$ cat src/sv/warma_pkg.sv
// Package for the wrapped angle rate moving average block.
// Types, widths and constants shared by the interfaces and the top level.
`default_nettype none

package warma_pkg;

  // Window length of the moving average; must be a power of two because
  // the floor division is an arithmetic shift.
  localparam int unsigned Window     = 8;
  localparam int unsigned WindowLog2 = $clog2(Window);

  localparam int unsigned YawW   = 16;
  localparam int unsigned CrateW = 10;
  localparam int unsigned RateW  = 26;
  localparam int unsigned DiffW  = YawW + 2;  // room for diff +/- two turns
  localparam int unsigned TotalW = 32;
  localparam int unsigned ProdW  = YawW + CrateW + 1;

  localparam logic signed [DiffW-1:0] HalfTurn  = DiffW'(18000);
  localparam logic signed [DiffW-1:0] FullTurn  = DiffW'(36000);
  localparam logic signed [DiffW-1:0] TwoTurns  = DiffW'(72000);
  localparam logic signed [DiffW-1:0] ThreeHalf = DiffW'(54000);

  localparam logic [CrateW-1:0] CrateReset = CrateW'(100);

  typedef logic signed [YawW-1:0]   yaw_t;
  typedef logic signed [DiffW-1:0]  diff_t;
  typedef logic        [CrateW-1:0] crate_t;
  typedef logic signed [RateW-1:0]  rate_t;
  typedef logic signed [TotalW-1:0] total_t;
  typedef logic signed [ProdW-1:0]  prod_t;

endpackage : warma_pkg

`default_nettype wire

$ cat src/sv/warma_in_if.sv
// Input channel of the wrapped angle rate moving average block.
// Carries one yaw sample per transfer; uses warma_pkg.
`default_nettype none

interface warma_in_if import warma_pkg::*; ();
  logic valid;
  logic ready;
  yaw_t yaw_in;

  modport source (output valid, output yaw_in, input ready);
  modport sink   (input valid, input yaw_in, output ready);
endinterface : warma_in_if

`default_nettype wire

$ cat src/sv/warma_out_if.sv
// Result channel of the wrapped angle rate moving average block.
// Carries raw and filtered rate per transfer; uses warma_pkg.
`default_nettype none

interface warma_out_if import warma_pkg::*; ();
  logic  valid;
  logic  ready;
  rate_t raw_rate;
  rate_t filtered_rate;

  modport source (output valid, output raw_rate, output filtered_rate, input ready);
  modport sink   (input valid, input raw_rate, input filtered_rate, output ready);
endinterface : warma_out_if

`default_nettype wire

$ cat src/sv/wrapped_angle_rate_moving_average.sv
// Top level: yaw rate estimator with moving-average smoothing.
// Depends on warma_pkg, warma_in_if and warma_out_if.
//
// Usage:
//  - sample_i (valid/ready) takes one yaw sample in 0.01 deg per transfer.
//  - result_o (valid/ready) returns one result per sample: raw_rate, the
//    wrapped angle step times control_rate, and filtered_rate, the floor of
//    the mean of the last Window raw rates.
//  - cfg_we_i/cfg_wdata_i write control_rate (Hz); write only while idle.
//  - Three register stages: wrap step, multiply, window update + result
//    register. A sample passes step_q, raw_q, then the output registers
//    to reach result_o. Throughput is one sample per cycle unless result_o
//    stalls, set by the single multiplier stage and the running-sum update.
//  - Each stage has its own valid bit and advances when the stage after it
//    is empty or moving, so a stalled result does not block bubbles ahead
//    of it from filling; ready drops only once all three stages are full.
//  - Reset (rst_ni low, async): previous yaw, window and running sum go to
//    zero, control_rate to 100, all stages empty.
`default_nettype none

module wrapped_angle_rate_moving_average
  import warma_pkg::*;
(
  input  wire logic       clk_i,
  input  wire logic       rst_ni,
  warma_in_if.sink        sample_i,
  warma_out_if.source     result_o,
  input  wire logic       cfg_we_i,
  input  wire crate_t     cfg_wdata_i
);

  // stage enables, back to front
  logic en1, en2, en3;

  logic   v1_q, v2_q, v3_q;
  crate_t crate_q;
  yaw_t   prev_yaw_q;
  yaw_t   step_q;
  rate_t  raw_q;
  rate_t  out_raw_q, out_filt_q;
  rate_t  win_q [Window];
  total_t total_q;

  diff_t  diff;
  diff_t  wrapped;
  prod_t  prod;
  total_t total_d;

  assign en3 = !v3_q || result_o.ready;
  assign en2 = !v2_q || en3;
  assign en1 = !v1_q || en2;

  assign sample_i.ready         = en1;
  assign result_o.valid         = v3_q;
  assign result_o.raw_rate      = out_raw_q;
  assign result_o.filtered_rate = out_filt_q;

  // Stage 1: difference to the previous sample, wrapped into (-18000, 18000].
  always_comb begin
    diff = DiffW'(sample_i.yaw_in) - DiffW'(prev_yaw_q);
    if (diff > ThreeHalf) begin
      wrapped = diff - TwoTurns;
    end else if (diff > HalfTurn) begin
      wrapped = diff - FullTurn;
    end else if (diff <= -ThreeHalf) begin
      wrapped = diff + TwoTurns;
    end else if (diff <= -HalfTurn) begin
      wrapped = diff + FullTurn;
    end else begin
      wrapped = diff;
    end
  end

  // Stage 2: scale by control rate; |product| <= 18000*1023 fits RateW.
  assign prod = ProdW'(step_q) * ProdW'(signed'({1'b0, crate_q}));

  // Stage 3: running sum drops the oldest entry, adds the newest.
  assign total_d = total_q + TotalW'(raw_q) - TotalW'(win_q[Window-1]);

  always_ff @(posedge clk_i or negedge rst_ni) begin
    if (!rst_ni) begin
      crate_q    <= CrateReset;
      prev_yaw_q <= '0;
      v1_q       <= 1'b0;
      v2_q       <= 1'b0;
      v3_q       <= 1'b0;
      total_q    <= '0;
      for (int i = 0; i < Window; i++) begin
        win_q[i] <= '0;
      end
    end else begin
      if (cfg_we_i) begin
        crate_q <= cfg_wdata_i;
      end
      if (en1) begin
        v1_q <= sample_i.valid;
        if (sample_i.valid) begin
          prev_yaw_q <= sample_i.yaw_in;
        end
      end
      if (en2) begin
        v2_q <= v1_q;
      end
      if (en3) begin
        v3_q <= v2_q;
        if (v2_q) begin
          total_q  <= total_d;
          win_q[0] <= raw_q;
          for (int i = 1; i < Window; i++) begin
            win_q[i] <= win_q[i-1];
          end
        end
      end
    end
  end

  // payload registers, no reset
  always_ff @(posedge clk_i) begin
    if (en1) begin
      step_q <= YawW'(wrapped);
    end
    if (en2) begin
      raw_q <= RateW'(prod);
    end
    if (en3) begin
      out_raw_q  <= raw_q;
      out_filt_q <= RateW'(total_d >>> WindowLog2);  // floor of mean
    end
  end

endmodule : wrapped_angle_rate_moving_average

`default_nettype wire
$ cat src/flat_wrapper.sv
// flat-port wrapper written by rule: the top's interface ports become plain ports
module wrapped_angle_rate_moving_average_flat import warma_pkg::*;
  (clk_i, rst_ni, cfg_we_i, cfg_wdata_i, sample_i_valid, sample_i_yaw_in, sample_i_ready, result_o_valid, result_o_raw_rate, result_o_filtered_rate, result_o_ready);
  warma_in_if sample_i_i ();
  warma_out_if result_o_i ();
  input  wire logic clk_i;
  input  wire logic rst_ni;
  input  wire logic cfg_we_i;
  input  wire crate_t cfg_wdata_i;
  input wire logic [$bits(sample_i_i.valid)-1:0] sample_i_valid;
  input wire logic [$bits(sample_i_i.yaw_in)-1:0] sample_i_yaw_in;
  output wire logic [$bits(sample_i_i.ready)-1:0] sample_i_ready;
  output wire logic [$bits(result_o_i.valid)-1:0] result_o_valid;
  output wire logic [$bits(result_o_i.raw_rate)-1:0] result_o_raw_rate;
  output wire logic [$bits(result_o_i.filtered_rate)-1:0] result_o_filtered_rate;
  input wire logic [$bits(result_o_i.ready)-1:0] result_o_ready;
  assign sample_i_i.valid = sample_i_valid;
  assign sample_i_i.yaw_in = sample_i_yaw_in;
  assign sample_i_ready = sample_i_i.ready;
  assign result_o_valid = result_o_i.valid;
  assign result_o_raw_rate = result_o_i.raw_rate;
  assign result_o_filtered_rate = result_o_i.filtered_rate;
  assign result_o_i.ready = result_o_ready;
  wrapped_angle_rate_moving_average u_core (.clk_i(clk_i), .rst_ni(rst_ni), .sample_i(sample_i_i), .result_o(result_o_i), .cfg_we_i(cfg_we_i), .cfg_wdata_i(cfg_wdata_i));
endmodule
$ cat config.mk
export PLATFORM = sky130hd
export DESIGN_NAME = wrapped_angle_rate_moving_average_flat
export DESIGN_NICKNAME = d
export VERILOG_FILES = /design/src/sv/warma_pkg.sv /design/src/sv/warma_in_if.sv /design/src/sv/warma_out_if.sv /design/src/sv/wrapped_angle_rate_moving_average.sv /design/src/flat_wrapper.sv
export SDC_FILE = /design/constraint.sdc
export NUM_CORES = 1
export LEC_CHECK = 0
export BUFFER_PORTS_ARGS = -buffer_cell sky130_fd_sc_hd__buf_2
export CORE_ASPECT_RATIO = 1.4
export CORE_MARGIN = 5
export CORE_UTILIZATION = 60
export CTS_BUF_LIST = sky130_fd_sc_hd__clkbuf_8
export DETAILED_ROUTE_END_ITERATION = 8
export PLACE_DENSITY = 0.8
export SETUP_SLACK_MARGIN = 0.15
export SLEW_MARGIN = 10
export SYNTH_ARGS = -nofsm -noshare
export SYNTH_HDL_FRONTEND = slang
export SYNTH_SLANG_ARGS = --single-unit
export TNS_END_PERCENT = 10
$ cat constraint.sdc
create_clock -name clk_i -period 16.05 [get_ports clk_i]
set_input_delay 0 -clock clk_i [delete_from_list [all_inputs] [get_ports clk_i]]
set_output_delay 0 -clock clk_i [all_outputs]
set_load 0.01 [all_outputs]
==> results.sh <==
export IMPL_outcome="finished clean"
export IMPL_synth_top_cells_by_area="dfrtp_1, fa_1, edfxtp_1"
export IMPL_yosys_area_top_type="dfrtp_1"
export IMPL_pin_count=85
export IMPL_min_path_type="primary input to async pin"
export IMPL_numCtsBuffers=54
export IMPL_syn_area_per_cell_um2=11.3
export IMPL_nets=2464
export IMPL_slew_headroom=0.252
export IMPL_setup_worst_path_class="register to register"
export IMPL_die_x_um=175
export IMPL_ys_seq_elements=360
export IMPL_h_tree_depth=2
export IMPL_grt_pass1_vias=16000
export IMPL_synth_most_common_cell="inv_1"
export IMPL_synthAdderAreaFrac=0.211
export IMPL_synth_cells=2028
export IMPL_rows=84
export IMPL_dp_hpwl_mm=33.9
export IMPL_clock_skew_ns=0.0230
export IMPL_port_buffers=84
export IMPL_firstDrtPassIters=6
export IMPL_period_share=0.386
export IMPL_tightestPinTransition_ns=1.12
export IMPL_holdWs_ns=0.0276
export IMPL_syn_area_mm2=0.0229
export IMPL_drive_gt1_frac=0.197
export IMPL_synth_nets=2343
export IMPL_timing_rr_end="u_core.raw_q[25]"
export IMPL_synth_top_cell_area_share=0.287
export IMPL_start_kind="register"
export IMPL_synthSimpleGateAreaFrac=0.0881
export IMPL_start_util=0.608
export IMPL_final_area_mm2=0.0253
export IMPL_cp_end_kind="register"
export IMPL_synth_xor_area_frac=0.0252
export IMPL_die_y_um=241
export IMPL_place_congestion=0.874
export IMPL_reg2reg_depth=19
export IMPL_area_growth_pct=10.2
export IMPL_coreArea_mm2=0.0377
export IMPL_r2r_start="u_core.crate_q[4]"
export IMPL_first_iter_violations=821
export IMPL_clock_sinks=360
export IMPL_yosysWarnings=0
export IMPL_seq_area_frac_synth=0.414
export IMPL_synth_edff_count=94
export IMPL_root_buffer="clkbuf_8"
export IMPL_crit_fanout=17
export IMPL_drcViolationCount=0
export IMPL_synth_compound_area_frac=0.0803
export IMPL_netlist_top_cells_count="inv_1, dfrtp_1, mux2_2"
export IMPL_cp_arrival_ns=6.55
export IMPL_maxCapViolCount=0
export IMPL_reg2reg_slack_ns=9.85
export IMPL_clock_fmax_ghz=0.161
export IMPL_grt_ovfl_total=0
export IMPL_required_ns=16.40
export IMPL_synthFlopType="dfrtp_1"
export IMPL_ctsResizeCount=0
export IMPL_fin_setup_tns_ns=0
export IMPL_wirelength_mm=45.2
export IMPL_vias=14800
export IMPL_grt_first_pass_wirelength_mm=76.9
export IMPL_placed_cell_area_mm2=0.0238
export IMPL_vias_per_cell=5.54
export IMPL_grt_usage=0.220
export IMPL_synth_top_family_by_area="adder cells"
export IMPL_fillers=2784
export IMPL_clock_path_buffers=3
export IMPL_ys_types=76
export IMPL_rsz0062_at_grt="no"
export IMPL_diodes=0
export IMPL_grt_max_degree=116
export IMPL_hold_viol=0
export IMPL_clkTransAtPathRegs_ns=0.06
export IMPL_die_area_mm2=0.0423
export IMPL_maxSlewViolCount=0
export IMPL_antenna_found_initial=0
export IMPL_final_setup_viol_count=0
export IMPL_routedWlPerCell_um=16.9
export IMPL_cts_tree="done"
export IMPL_drtAntennaViolNets=0
export IMPL_async_reset_ff_frac=0.739
export IMPL_fin_crit_ns=6.20
export IMPL_clock_latency_ns=0.62
export IMPL_synth_mux_area_frac=0.115
-- metal layers --
metal	track usage	vias up	routed length, um
met2	0.417	298	24600
met4	0.0805	0	1500
met3	0.0320	103	1530
li1	-	6977	-
met1	0.255	7410	17600
met5	0	-	0
-- layout make-up --
type | count | area, um^2 | share of cell area
inverters | 335 | 1260 | 0.0498
well taps | 473 | 592 | 0.0234
repair buffers | 136 | 916 | 0.0363
multi-input cells | 1262 | 11900 | 0.472
clock buffers | 58 | 798 | 0.0316
flip-flops and latches | 360 | 9480 | 0.375
clock inverters | 44 | 283 | 0.0112
-- cells by family (layout without fill, tap and decap cells) --
| group | count (synthesis) | in the layout |
|---|---|---|
| fa+ha+maj | 284 | 284 |
| simple gates | 409 | 409 |
| buf+inv | 406 | 573 |
| xor+xnor | 65 | 65 |
| mux | 234 | 234 |
| flops | 360 | 360 |
| compound gates | 270 | 270 |
-- critical path, cell delays in order, from the launching register on --
cell	delay, ns
dfrtp_1	0.66
nand2_1	0.15
fa_1	0.59
fa_1	0.44
fa_1	0.49
inv_1	0.05
fa_1	0.52
inv_1	0.05
fa_1	0.52
inv_1	0.04
ha_1	0.34
or3_1	0.12
o21ai_0	0.12
a211oi_1	0.48
nor2_1	0.14
a311oi_1	0.56
o31a_1	0.28
a21o_1	0.14
a21oi_1	0.07
xnor2_1	0.13
-- worst max path at each step --
stage                                  from               end  slack (ns)  cells after the start
after floorplan           u_core.crate_q[2]  u_core.raw_q[25]       10.47                     20
after CTS                 u_core.crate_q[4]  u_core.raw_q[25]        9.87                     19
after global routing      u_core.crate_q[4]  u_core.raw_q[25]        9.52                     19
final                     u_core.crate_q[4]  u_core.raw_q[25]        9.85                     19
after global placement    u_core.crate_q[4]  u_core.raw_q[25]       10.05                     19
after detailed placement  u_core.crate_q[4]  u_core.raw_q[25]        9.89                     19
-- through the flow --
step	utilization	setup WS (ns)	std cells
2_1_floorplan	-	10.47	2028
3_3_place_gp	0.631	10.05	2528
3_5_place_dp	0.631	9.89	2528
4_1_cts	0.669	9.87	2668
5_1_grt	0.669	9.52	2668
6_report	0.669	9.85	2668
-- registers in the layout (all words and copies together) (netlist names) --
register,cells
u_core.v2_q,1
u_core.raw_q,26
u_core.result_o.raw_rate,26
u_core.v1_q,1
u_core.crate_q,10
u_core.result_o.valid,1
u_core.win_q,208
u_core.total_q,29
u_core.step_q,16
u_core.prev_yaw_q,16
u_core.result_o.filtered_rate,26
-- repair_timing --
item	in CTS	in global routing
setup endpoints to repair	0	0
hold buffers	38	0
hold endpoints to repair	142	0
buffers inserted	0	0
-- placed cells by master (no fill, tap or decap), types with 10 or more instances in the layout --
cell type,Yosys,layout
edfxtp_1,94,94
or3_1,15,15
fa_1,171,171
clkbuf_8,0,58
o21a_1,10,10
buf_4,0,14
dfrtp_1,263,263
xor2_1,16,16
o31ai_1,11,11
a21oi_1,50,50
inv_1,334,349
o21ai_0,61,61
a211oi_1,14,14
nand2b_1,10,10
nor3_1,21,21
ha_1,113,113
nand3_1,27,27
xnor2_1,48,48
nand2_1,143,142
dlygate4sd3_1,0,38
nor2_1,57,57
mux2_2,233,233
a21o_1,29,29
buf_2,2,83
and2_1,96,96
Power is not shown: default switching activity piles up to over one toggle a cycle in this logic, so the estimate is an artifact.
